`config.mk`:
```
export PLATFORM = sky130hd
export DESIGN_NAME = fqn_div_cell
export DESIGN_NICKNAME = d
export VERILOG_FILES = /design/src/rtl/core/fqn_div_cell.sv
export SDC_FILE = /design/constraint.sdc
export NUM_CORES = 1
export LEC_CHECK = 0
export BUFFER_PORTS_ARGS = -buffer_cell sky130_fd_sc_hd__buf_2
export CAP_MARGIN = 15
export CORE_UTILIZATION = 40
export CTS_CLUSTER_DIAMETER = 80
export DETAILED_ROUTE_END_ITERATION = 7
export GPL_ROUTABILITY_DRIVEN = 0
export PLACE_DENSITY_LB_ADDON = 0.08
export SLEW_MARGIN = 20
export SYNTH_ARGS = -nofsm -noshare
export SYNTH_HDL_FRONTEND = slang
export SYNTH_SLANG_ARGS = --single-unit
```
`constraint.sdc`:
```
create_clock -name clk -period 0.8 [get_ports clk]
set_input_delay 0.08 -clock clk [delete_from_list [all_inputs] [get_ports clk]]
set_output_delay 0.08 -clock clk [all_outputs]
set_load 0.005 [all_outputs]
```
`src/rtl/core/fqn_div_cell.sv`:
```
`timescale 1ns / 1ps

module fqn_div_cell #(
	parameter int BW  = 32,
	parameter int KW  = 60,
	parameter bit ACT = 1'b1,
	parameter int SW  = 1
) (
	input  logic          clk,
	input  logic          arst_n,
	input  logic          en,
	input  logic          vld_in,
	input  logic [BW-1:0] rem_in,
	input  logic [BW-1:0] den_in,
	input  logic [KW-1:0] quo_in,
	input  logic [SW-1:0] side_in,
	output logic          vld_out,
	output logic [BW-1:0] rem_out,
	output logic [BW-1:0] den_out,
	output logic [KW-1:0] quo_out,
	output logic [SW-1:0] side_out
);
	logic [BW:0]   dbl;
	logic [BW-1:0] rem_n;
	logic [KW-1:0] quo_n;
	logic          vld_q;
	logic [BW-1:0] rem_q, den_q;
	logic [KW-1:0] quo_q;
	logic [SW-1:0] side_q;

	// One restoring division step; an inactive cell only forwards its inputs.
	always_comb begin
		dbl = {rem_in, 1'b0};
		if (!ACT) begin
			rem_n = rem_in;
			quo_n = quo_in;
		end else if (dbl >= {1'b0, den_in}) begin
			rem_n = dbl[BW-1:0] - den_in;
			quo_n = {quo_in[KW-2:0], 1'b1};
		end else begin
			rem_n = dbl[BW-1:0];
			quo_n = {quo_in[KW-2:0], 1'b0};
		end
	end

	always_ff @(posedge clk or negedge arst_n) begin
		if (!arst_n) begin
			vld_q <= 1'b0;
		end else if (en) begin
			vld_q <= vld_in;
		end
	end

	always_ff @(posedge clk) begin
		if (en) begin
			rem_q  <= rem_n;
			den_q  <= den_in;
			quo_q  <= quo_n;
			side_q <= side_in;
		end
	end

	assign vld_out  = vld_q;
	assign rem_out  = rem_q;
	assign den_out  = den_q;
	assign quo_out  = quo_q;
	assign side_out = side_q;

endmodule
```
==> results.json <==
{
  "status": "finished, violations left",
  "violations": "hold timing, setup timing",
  "drive_gt1_share_pct": 52.8,
  "track_usage_pct": 22.8,
  "startpoint": "rem_in[9]",
  "tns_ps": -71140,
  "synth_nets": 609,
  "vias": 5579,
  "routed_wl_um": 18100,
  "r2r_slack_ps": 50,
  "clkLatencyLatePin_ps": 410,
  "netlist_top_cells_area": "edfxtp_1, ha_1, mux2_4, inv_1, xnor2_1",
  "cts_tree": "done",
  "row_count": 45,
  "coreArea_um2": 15100,
  "synthArstFlopShare_pct": 0.794,
  "synth_top_area_share_pct": 60.5,
  "cts_sinks": 126,
  "worstPathMaxFanout": 28,
  "critPathCapture": "rem_out[21]",
  "r2r_end": "vld_out",
  "postSynthCellCount": 447,
  "h-tree-depth": 4,
  "leakagePower_uw": 0.00484,
  "io_buffers": 253,
  "synth_seq_cells": 126,
  "holdCritPathClass": "input port to flip-flop",
  "seq_area_frac_synth_pct": 60.9,
  "syn_area_per_cell_um2": 13.9,
  "n_antenna_cell": 0,
  "synth_edf_count": 125,
  "max_stage_delay_ps": 510,
  "p_total_uw": 21200,
  "most-common-layout-cells": "buf_2, buf_4, edfxtp_1, dlygate4sd3_1, inv_1",
  "grt_antenna_before_repair": 0,
  "drv_cap": 0,
  "fill_cells": 1140,
  "fin_skew_ps": 0,
  "grt_max_degree": 38,
  "tightest_slew_ps": 502,
  "fin_nets": 1108,
  "cts_buffer_depth": 2,
  "ioPinCount": 255,
  "grt_pass1_vias": 5760,
  "first_pass_iters": 4,
  "regToRegStartpoint": "vld_out",
  "initial_core_util_pct": 41.0,
  "synth.distinct_cells": 57,
  "cts_buffers": 17,
  "min_period_ps": 2270,
  "crit_arrival_ps": 2440,
  "timing.hold.ws_ps": -11.7,
  "viasPerCell": 4.86,
  "end_kind": "flip-flop",
  "synth_top_cell_by_area": "edfxtp_1",
  "grt_setup_unrepaired": "yes",
  "slowest_stage": "or4b_4",
  "slew_headroom_pct": 66.2,
  "crit_path_start_kind": "input port",
  "cp_cell_sequence": "buf_8 -> ha_4 -> a211oi_4 -> nor2_2 -> or4b_4 -> o2111ai_4 -> a21oi_4 -> o21ai_4 -> and3_4 -> inv_12 -> mux2_4",
  "reg2regPathDepth": 1,
  "report.final.slew_viol_count": 0,
  "drc": 0,
  "cts_root_buffer": "clkbuf_16",
  "synth_area_um2": 6210,
  "grt_pass1_wl_um": 28000,
  "hold_viol_final": 7,
  "place_ws_ps": -1940,
  "synth-main-ff-cell": "edfxtp_1",
  "layout_commonest_cell": "buf_2",
  "final.period_utilization_pct": 284,
  "area_growth_pct": 72.0,
  "hpwl_um": 12200,
  "avgRoutedWirePerCell_um": 15.8,
  "die-area_um2": 16000,
  "yosysWarnings": 0,
  "power_density_nw_per_um2": 1990,
  "ctsHoldBuffers": 96,
  "setup_ws_ps": -1470,
  "vdd_drop_max_uv": 1370,
  "max_freq_ghz": 0.440,
  "globalRouteOverflowTotal": 0,
  "fp.dieH_um": 127,
  "criticalPathCategory": "input port to flip-flop",
  "drtIter0Drc": 205,
  "cp.required_ps": 960,
  "clk_pin_slew_worst_paths_ps": 60,
  "setup_viol": 159,
  "ant_nets": 0,
  "die_x_um": 127
}
==> synth_stat cells (all sizes together), types with 6 or more instances <==
cell type,count
nand4,12
nor2,18
inv,36
nand2,15
o21a,7
edfxtp,125
a21o,15
nand3,6
clkbuf,9
ha,32
xor2,11
a21oi,24
o31ai,6
xnor2,14
mux2,28
o21ai,20
==> per-layer routing <==
metal	vias up	GRT usage, %	wire [um]
met5	-	0	0
met4	0	7.80	295
met3	30	5.40	961
met2	191	41.5	9570
met1	2656	26.1	7290
li1	2702	-	-
==> final cells by class <==
class	count	area, um^2	share of cell area [%]
Tap cell	188	235	2.20
Multi-Input combinational cell	272	2500	23.4
Sequential cell	126	3780	35.4
Clock inverter	14	184	1.72
Timing Repair Buffer	493	3400	31.8
Clock buffer	18	429	4.02
Inverter	36	150	1.41
==> worst min path at each step <==
stage               cells after the start     endpoint       start  slack, ps
floorplan                               0      vld_out      arst_n       -220
global route                            2  rem_out[26]  rem_in[25]        -20
CTS                                     2  rem_out[13]  rem_in[12]        -20
finish                                  2  rem_out[13]  rem_in[12]        -10
global placement                        1      vld_out      arst_n       -140
detailed placement                      1      vld_out      arst_n       -140
==> metrics by stage <==
| stage | instance area [um^2] | utilization [%] | hold WS, ps | cells |
|---|---|---|---|---|
| 2_1_floorplan | 6340 | - | -216 | 447 |
| 3_3_place_gp | 8730 | 57.7 | -145 | 1007 |
| 3_5_place_dp | 8730 | 57.7 | -145 | 1007 |
| 4_1_cts | 10500 | 69.4 | -23.5 | 1140 |
| 5_1_grt | 10700 | 70.5 | -24.4 | 1147 |
| 6_report | 10700 | 70.5 | -11.7 | 1147 |
==> critical path, delay by kind of cell <==
family | cells | cell delay, ps
compound gates | 4 | 720
fa+ha+maj | 1 | 240
buf+inv | 2 | 210
mux | 1 | 310
simple gates | 3 | 860
==> report_power, final <==
part | internal, uW | leakage [uW] | switching, uW | total (uW)
Combinational | 2850 | 0.00331 | 2110 | 4970
Clock | 4970 | 0.000297 | 3050 | 8020
Sequential | 8060 | 0.00124 | 173 | 8240
Total | 15900 | 0.00484 | 5330 | 21200
==> registers in the layout, indices dropped and copies added (netlist names) <==
signal,cells
den_out,32
quo_out,60
rem_out,32
side_out,1
vld_out,1
==> logic make-up after synthesis <==
logic type,Yosys count,synth area share (%)
adder cells (fa/ha/maj),33,6.77
multiplexers,30,6.55
AO/OA/AOI/OAI,102,11.3
flip-flops,126,60.9
XOR/XNOR,25,3.53
buffers and inverters,49,3.87
AND/OR/NAND/NOR,82,7.08
==> what timing repair did <==
item	CTS	global route
gates resized for setup	29	21
cloned	0	0
setup endpoints to repair	159	159
buffers inserted	5	8
pin swaps	13	12
hold endpoints to repair	106	9
No activity file was read; power rests on OpenSTA's default activity.
