**config.mk**
```make
export PLATFORM = sky130hd
export DESIGN_NAME = fqn_sqrt_cell
export DESIGN_NICKNAME = d
export VERILOG_FILES = /design/src/rtl/core/fqn_sqrt_cell.sv
export SDC_FILE = /design/constraint.sdc
export NUM_CORES = 1
export LEC_CHECK = 0
export BUFFER_PORTS_ARGS = -buffer_cell sky130_fd_sc_hd__buf_4
export CAP_MARGIN = 20
export CORE_ASPECT_RATIO = 2
export CORE_MARGIN = 3
export CORE_UTILIZATION = 45
export CTS_CLUSTER_DIAMETER = 120
export DETAILED_ROUTE_END_ITERATION = 7
export HOLD_SLACK_MARGIN = 0.08
export PLACE_DENSITY = 0.75
export SLEW_MARGIN = 20
export SYNTH_ARGS = -nofsm -noshare
export SYNTH_HDL_FRONTEND = slang
export SYNTH_SLANG_ARGS = --single-unit
```
**constraint.sdc**
```tcl
create_clock -name clk -period 1.6 [get_ports clk]
set_input_delay 0.32 -clock clk [delete_from_list [all_inputs] [get_ports clk]]
set_output_delay 0.32 -clock clk [all_outputs]
set_load 0.05 [all_outputs]
```
**src/rtl/core/fqn_sqrt_cell.sv**
```systemverilog
`timescale 1ns / 1ps

module fqn_sqrt_cell #(
	parameter int RW    = 62,
	parameter int STEP  = 0,
	parameter int LANES = 2,
	parameter int SW    = 1
) (
	input  logic                       clk,
	input  logic                       arst_n,
	input  logic                       en,
	input  logic                       vld_in,
	input  logic [LANES-1:0][RW-1:0]   rad_in,
	input  logic [LANES-1:0][RW-1:0]   root_in,
	input  logic [SW-1:0]              side_in,
	output logic                       vld_out,
	output logic [LANES-1:0][RW-1:0]   rad_out,
	output logic [LANES-1:0][RW-1:0]   root_out,
	output logic [SW-1:0]              side_out
);
	// Trial bit of this step of the digit-by-digit square root.
	localparam logic [RW-1:0] BIT = RW'(1) << (2 * STEP);

	logic [LANES-1:0][RW-1:0] trial, rad_n, root_n;
	logic                     vld_q;
	logic [LANES-1:0][RW-1:0] rad_q, root_q;
	logic [SW-1:0]            side_q;

	always_comb begin
		for (int l = 0; l < LANES; l++) begin
			trial[l] = root_in[l] + BIT;
			if (rad_in[l] >= trial[l]) begin
				rad_n[l]  = rad_in[l] - trial[l];
				root_n[l] = (root_in[l] >> 1) + BIT;
			end else begin
				rad_n[l]  = rad_in[l];
				root_n[l] = root_in[l] >> 1;
			end
		end
	end

	always_ff @(posedge clk or negedge arst_n) begin
		if (!arst_n) begin
			vld_q <= 1'b0;
		end else if (en) begin
			vld_q <= vld_in;
		end
	end

	always_ff @(posedge clk) begin
		if (en) begin
			rad_q  <= rad_n;
			root_q <= root_n;
			side_q <= side_in;
		end
	end

	assign vld_out  = vld_q;
	assign rad_out  = rad_q;
	assign root_out = root_q;
	assign side_out = side_q;

endmodule

```
==> results of run 1 <==
## kinds of logic after synthesis
kind of cell,synth area share
compound gates,0.156
xor+xnor,0.145
fa+ha+maj,0.0779
buf+inv,0.0359
flops,0.356
mux,0.00849
simple gates,0.221
## metal layers
metal	overflow	GRT usage
met1	0	0.600
met4	35	0.831
met2	20	0.930
met5	0	0.105
met3	0	0.431
## through the flow
step | hold WS (ns) | std cells | TNS [ns]
CTS | 0.0805 | 4611 | -671.62
detailed placement | 0.0990 | 4401 | -871.88
global placement | 0.0965 | 4401 | -858.76
floorplan | 0.0244 | 2413 | -693.23
## timing repair
| action | 4_1_cts |
|---|---|
| setup endpoints to repair | 253 |
| gates resized for setup | 558 |
| gates cloned | 20 |
| buffers inserted | 111 |
| hold buffers | 45 |
| pin swaps | 194 |
| endpoints found under the hold margin | 43 |
==> run_results.csv, run 1 <==
group,metric,value,unit
global_routing,grt-ovfl-total,55,
synthesis,synth_area_per_cell,8.74,um2
floorplanning,fp.dieW,159,um
synthesis,synth_fp_nets,2796,
floorplanning,num_rows,111,
synthesis,synth.distinct_cells,85,
synthesis,netlist_instances,2413,
synthesis,ys_warn_count,0,
synthesis,yosysMostFrequentCell,"edfxtp_1",
global_routing,grt_use_total,0.678,
placed_design,dpl_worst_slack,-3.93,ns
synthesis,synth_seq_cells,250,
placed_design,dpl_cell_area,33600,um2
cts,cts_buffer_depth,3,
global_routing,grt_start_max_net_pins,70,
synthesis,synth-main-ff-cell,"edfxtp_1",
synthesis,yosysSeqAreaShare,0.356,
synthesis,yosys.area.top_type,"edfxtp_1",
cts,cts_buffers,25,
synthesis,synthTopCellsByArea,"edfxtp_1, xnor2_1, ha_1",
timing,crit_endpoint,"rad_out[61]$_DFFE_PP_/D",
placed_design,hpwl,95000,um
cts,ctsRootBufferMaster,"clkbuf_16",
status,error_line,"[ERROR GRT-0232] Routing congestion too high. Check the congestion heatmap in the GUI.",
floorplanning,start_util,0.457,
placed_design,gp_congestion,1.07,
timing,worst-ep-kind,"sequential cell input",
floorplanning,top_level_ports,503,
synthesis,async_reset_ff_frac,0.00400,
synthesis,synth_top_cell_area_share,0.355,
synthesis,synth_edf_count,249,
status,status,"stopped before the end",
cts,cts_sinks,250,
cts,htreeDepth,1,
synthesis,syn-cell-area,21100,um2
floorplanning,die_h,312,um
placed_design,io_buffer_count,502,
status,lastStage,"5_1_grt",
synthesis,ys_top_cells_by_count,"edfxtp_1, nand2_1, a21oi_1",
==> run 2: changes to the inputs <==
CORE_ASPECT_RATIO = unset   (was 2)
CORE_UTILIZATION = 30   (was 45)
CTS_CLUSTER_DIAMETER = unset   (was 120)
HOLD_SLACK_MARGIN = unset   (was 0.08)
PLACE_DENSITY = unset   (was 0.75)
PLACE_DENSITY_LB_ADDON = 0.15   (was unset)
==> run 2 against run 1 <==
Compared with the run above: synthesized cell count is the same; the flow now finishes, with violations (negative setup slack); area after synthesis is the same.
==> run_results.csv, run 2 <==
group,metric,value,unit
timing,hold_viol_final,0,
critical_path,critPathRequiredTime,1.88,ns
floorplanning,top_level_ports,503,
power,swShare,0.387,
cts,cts_sinks,250,
cts,clk_latency,0.54,ns
timing,fin_ws,-2.86,ns
power,p_leak,17.7,nW
placed_design,io_buffer_count,502,
power,switching_power,12.3,mW
cells_and_area,fin_nets,4336,
floorplanning,fp.dieW,271,um
power,pwr-share-comb,0.488,
synthesis,syn-cell-area,21100,um2
synthesis,synth_seq_cells,250,
power,powerDensity,788,nW/um2
critical_path,critical_path_class,"in2reg",
cts,cts_buffer_depth,3,
synthesis,synth_top_cell_area_share,0.355,
route,wire_per_inst,23.2,um
power,seqPwrFrac,0.268,
synthesis,yosysSeqAreaShare,0.356,
synthesis,ys_warn_count,0,
global_routing,grt_pass1_wl,164000,um
critical_path,reg2regPathDepth,1,
critical_path,worstReg2RegStart,"vld_out",
cells_and_area,final_common_cell,"buf_4",
timing,worstMarginPinSlew,0.646,ns
timing,max_freq,0.224,GHz
floorplanning,start_util,0.305,
cts,htreeDepth,2,
cts,clkTransAtPathRegs,0.06,ns
power,ir_worst_vdd,746,uV
cells_and_area,syn2layout_area_growth,90.7,%
route,drc,0,
timing,slew_headroom,0.568,
global_routing,grt_pass1_vias,26200,
placed_design,hpwl,89300,um
cts,cts_buffers,34,
cts,ctsRootBufferMaster,"clkbuf_16",
synthesis,ys_top_cells_by_count,"edfxtp_1, nand2_1, a21oi_1",
timing,finalMaxSlewViolations,0,
synthesis,async_reset_ff_frac,0.00400,
critical_path,rrSetupSlack,0.86,ns
min_path,hold_depth,3,
global_routing,antenna_found_initial,5,
floorplanning,num_rows,96,
synthesis,synthTopCellsByArea,"edfxtp_1, xnor2_1, ha_1",
synthesis,synth_area_per_cell,8.74,um2
min_path,worst_hold_path_type,"in2reg",
synthesis,synth_edf_count,249,
min_path,whs_endpoint,"rad_out[64]",
cts,cts_tree,"yes",
critical_path,slowest_delay,0.38,ns
cells_and_area,final_cell_mix,"buf_4, edfxtp_1, nand2_1, xnor2_1, a21oi_1",
timing,setup_violations,250,
synthesis,synth.distinct_cells,85,
synthesis,synth_fp_nets,2796,
route,drt_iter0_markers,1957,
route,routed_wl,114000,um
timing,fin_tns_setup,-661.72,ns
route,num_vias,25800,
cells_and_area,layout-drive-gt1-share,0.558,
critical_path,end_kind,"flop",
floorplanning,die-area,73500,um2
route,first_pass_iters,6,
power,intPower,19.4,mW
global_routing,grt-ovfl-total,0,
cells_and_area,final.fill_count,5989,
synthesis,yosys.area.top_type,"edfxtp_1",
synthesis,synth-main-ff-cell,"edfxtp_1",
synthesis,netlist_instances,2413,
route,ant_nets,0,
status,status,"finished, violations left",
global_routing,grt_use_total,0.293,
job,maxCapViolations,0,
power,finalPower,31.7,mW
critical_path,crit_slowest_cell,"ha_1",
timing,period_share,2.79,
global_routing,grt_start_max_net_pins,50,
floorplanning,die_h,271,um
synthesis,yosysMostFrequentCell,"edfxtp_1",
placed_design,gp_congestion,1.01,
min_path,min-delay-start,"rad_in[64]",
status,violations,"negative setup slack",
timing,skew,0,ns
critical_path,startpoint_type,"primary input",
critical_path,reg2reg_to,"vld_out",
power,pwr-share-clk,0.244,
timing,rsz0062_at_grt,"yes",
floorplanning,core,69100,um2
route,post_drt_via_cell_ratio,5.26,
timing,finalCriticalPeriod,4.46,ns
critical_path,arrival,4.74,ns
critical_path,critPathMaxFanout,7,
## run 2: cell counts after synthesis
Identical to the previous run, type by type.
## run 2: worst max path at each step
stage                startpoint            to  slack (ns)  cells after the start
floorplan           root_in[66]  root_out[81]       -2.88                     25
global placement     root_in[1]  root_out[56]       -4.30                     22
detailed placement   root_in[1]  root_out[56]       -4.29                     22
CTS                  root_in[1]    rad_out[8]       -2.81                     26
global route         root_in[1]   rad_out[61]       -3.00                     26
finish               root_in[1]  root_out[30]       -2.86                     27
## run 2: cell type report
type	count	area (um2)	area share
sequential	250	7500	0.187
inverter	58	218	0.00542
clock buffer	39	891	0.0222
antenna	2	5.00	0.000125
multi-input combinational	1980	16600	0.412
tap	931	1160	0.0290
clock inverter	22	196	0.00489
timing repair buffer	1629	13600	0.339
## run 2: layer usage
metal / routed length (um) / up-vias / track usage
li1: - / 11900 / -
met1: 45700 / 12600 / 0.357
met2: 55900 / 1028 / 0.515
met3: 7000 / 271 / 0.0478
met4: 5400 / 6 / 0.114
met5: 38 / - / 0
## run 2: stage by stage
step | util | std cells | hold slack, ns | worst slack [ns] | cell area, um2
finish | 0.582 | 4911 | 0.0607 | -2.86 | 40200
global route | 0.582 | 4910 | 0.0649 | -3.00 | 40200
CTS | 0.552 | 4872 | 0.0407 | -2.81 | 38200
detailed placement | 0.491 | 4712 | 0.0986 | -4.29 | 33900
global placement | 0.491 | 4712 | 0.0951 | -4.30 | 33900
floorplan | - | 2413 | 0.0244 | -2.88 | 22100
## run 2: cell families after synthesis
group	count (synthesis)	share of synthesized area
AOI/OAI and AO/OA	531	0.156
buffers and inverters	185	0.0359
and+or+nand+nor	952	0.221
muxes	16	0.00849
DFF	250	0.356
xor gates and xnor gates	349	0.145
adders and majority gates	130	0.0779
## run 2: timing repair
action,in CTS,in global routing
cloned,29,8
buffers inserted,74,53
endpoints found under the setup margin,252,254
resized for setup,377,383
pin swaps,143,151
hold buffers,3,0
endpoints found under the hold margin,3,0
## run 2: power by group through the flow
stage | logic, mW | clock network, mW | registers, mW
2_1_floorplan | 4.17 | 0 | 11.1
3_3_place_gp | 12.7 | 0 | 8.62
3_5_place_dp | 12.8 | 0 | 8.60
4_1_cts | 14.4 | 7.89 | 8.49
5_1_grt | 16.2 | 8.13 | 8.55
6_report | 15.5 | 7.74 | 8.49
## run 2: worst max-delay path, delay by kind of cell
kind | cells | cell delay (ns)
AO/OA/AOI/OAI | 4 | 0.68
buffers and inverters | 5 | 0.74
adder cells (fa/ha/maj) | 2 | 0.52
XOR/XNOR | 2 | 0.33
AND/OR/NAND/NOR | 14 | 2.10
(Power assumes the default switching activity.)
==> run 3: changes to the inputs <==
CORE_UTILIZATION = 29   (was 30)
==> run 3 against run 2 <==
Compared with the run above: the flow still finishes with violations (negative setup slack); worst setup slack worse by 0.059 ns; final area up 0.36%; routed wire length is 0.16% higher; global-route usage is 0.85 points lower; via count decreased by 1.5%; cell count up 1.1%.
==> run_results.csv, run 3 (same netlist as run 2, synthesis figures left out) <==
group,metric,value,unit
status,status,"finished, violations left",
status,violations,"negative setup slack",
timing,hold_viol_final,0,
timing,slew_headroom,0.585,
cells_and_area,syn2layout_area_growth,91.3,%
job,maxCapViolations,0,
critical_path,end_kind,"flop",
cells_and_area,final_common_cell,"buf_4",
timing,period_share,2.83,
global_routing,grt_start_max_net_pins,40,
floorplanning,die_h,276,um
global_routing,antenna_found_initial,3,
timing,finalCriticalPeriod,4.52,ns
power,powerDensity,797,nW/um2
route,top_layer_used,"met5",
cts,cts_sinks,250,
timing,setup_violations,248,
critical_path,startpoint_type,"primary input",
floorplanning,top_level_ports,503,
critical_path,reg2regPathDepth,1,
power,p_leak,17.6,nW
cts,clk_latency,0.55,ns
cts,htreeDepth,2,
critical_path,critPathLaunch,"root_in[1]",
min_path,whs_endpoint,"rad_out[74]",
route,post_drt_via_cell_ratio,5.12,
placed_design,dpl_cell_area,34100,um2
power,seqPwrFrac,0.264,
route,wl_met3,6340,um
cts,ctsRootBufferMaster,"clkbuf_16",
cells_and_area,fin_nets,4371,
placed_design,io_buffer_count,502,
critical_path,worstReg2RegStart,"vld_out",
power,pwr-share-comb,0.476,
power,switching_power,12.2,mW
min_path,min-delay-start,"rad_in[74]",
global_routing,grt_pass1_vias,25800,
cells_and_area,final_cell_mix,"buf_4, edfxtp_1, nand2_1, xnor2_1, a21oi_1",
cells_and_area,utilization,0.562,
timing,max_freq,0.221,GHz
timing,rsz0062_at_grt,"yes",
route,wl_met1,47200,um
route,drt_iter0_markers,1694,
global_routing,grt_use_total,0.284,
route,first_pass_iters,5,
critical_path,crit_family,"simple AND/OR/NAND/NOR gates",
route,drc,0,
power,intPower,20.0,mW
critical_path,slowest_delay,0.40,ns
placed_design,place_inst,4749,
route,num_vias,25400,
timing,worstMarginPinSlew,0.621,ns
cells_and_area,fin_cells,4964,
timing,hold_ws,0.0562,ns
cells_and_area,layout-drive-gt1-share,0.565,
critical_path,reg2reg_to,"vld_out",
placed_design,hpwl,91200,um
floorplanning,die-area,76000,um2
route,wl_met2,56400,um
cts,cts_buffers,34,
timing,skew,0,ns
floorplanning,core,71700,um2
timing,finalMaxSlewViolations,0,
critical_path,critPathMaxFanout,6,
route,routed_wl,114000,um
critical_path,rrSetupSlack,0.86,ns
route,wire_per_inst,23.0,um
floorplanning,fp.dieW,276,um
critical_path,critical_path_class,"in2reg",
power,finalPower,32.1,mW
critical_path,crit_slowest_cell,"ha_1",
cts,cts_tree,"yes",
cells_and_area,stdcell_area,40300,um2
critical_path,path_buf_inv,6,
critical_path,critPathRequiredTime,1.89,ns
global_routing,grt-ovfl-total,0,
timing,fin_ws,-2.92,ns
placed_design,gp_congestion,1.01,
cts,cts_buffer_depth,3,
power,ir_worst_vdd,826,uV
route,ant_nets,0,
floorplanning,num_rows,98,
floorplanning,start_util,0.294,
min_path,worst_hold_path_type,"in2reg",
power,pwr-share-clk,0.260,
cts,clkTransAtPathRegs,0.06,ns
global_routing,grt_pass1_wl,162000,um
min_path,hold_depth,3,
power,swShare,0.379,
critical_path,arrival,4.81,ns
==> run 3: cell types whose count changed in the layout (fill, tap and decap cells not counted), moves of 6 or more <==
cell / delta
buf_4: +25
nor2_2: +23
nor2_4: -23
buf_6: +15
buf_16: -9
xnor2_1: +9
xnor2_2: -8
ha_1: -7
nand2_2: +7
buf_8: +6
ha_4: +6
==> run 3: worst max path at each step <==
stage	endpoint	slack [ns]	cells past startpoint
6_report	root_out[2]	-2.92	28
5_1_grt	root_out[2]	-3.04	28
4_1_cts	root_out[8]	-2.82	27
3_5_place_dp	rad_out[58]	-4.11	19
3_3_place_gp	root_out[48]	-4.06	19
2_1_floorplan	root_out[81]	-2.88	25
==> run 3: layout make-up <==
| type | instances | area, um2 |
|---|---|---|
| Inverter | 58 | 218 |
| Multi-Input combinational cell | 1978 | 16400 |
| Sequential cell | 250 | 7500 |
| Clock inverter | 21 | 322 |
| Timing Repair Buffer | 1666 | 13800 |
| Tap cell | 950 | 1190 |
| Clock buffer | 40 | 873 |
| Fill cell | 6423 | 31400 |
| Antenna cell | 1 | 2.50 |
==> run 3: per-layer routing <==
metal,GRT usage,vias up
met1,0.359,12400
met3,0.0394,190
met4,0.0912,4
li1,-,12000
met5,0,-
met2,0.500,835
==> run 3: per-stage QoR <==
stage	setup TNS (ns)	setup WS, ns
floorplan	-693.23	-2.88
global placement	-900.86	-4.06
CTS	-652.18	-2.82
detailed placement	-901.48	-4.11
global route	-702.72	-3.04
finish	-674.27	-2.92
==> run 3: what timing repair did <==
action	in CTS	in global routing
hold endpoints to repair	3	0
cloned	14	7
hold buffers	3	0
gates resized for setup	287	447
pin swaps	103	160
setup buffers	86	64
endpoints found under the setup margin	254	253
==> run 3: power by group through the flow <==
stage | combinational [mW] | sequential [mW] | clock (mW)
2_1_floorplan | 4.17 | 11.1 | 0
3_3_place_gp | 12.9 | 8.61 | 0
3_5_place_dp | 12.9 | 8.60 | 0
4_1_cts | 14.1 | 8.49 | 8.52
5_1_grt | 16.1 | 8.54 | 8.79
6_report | 15.3 | 8.48 | 8.35
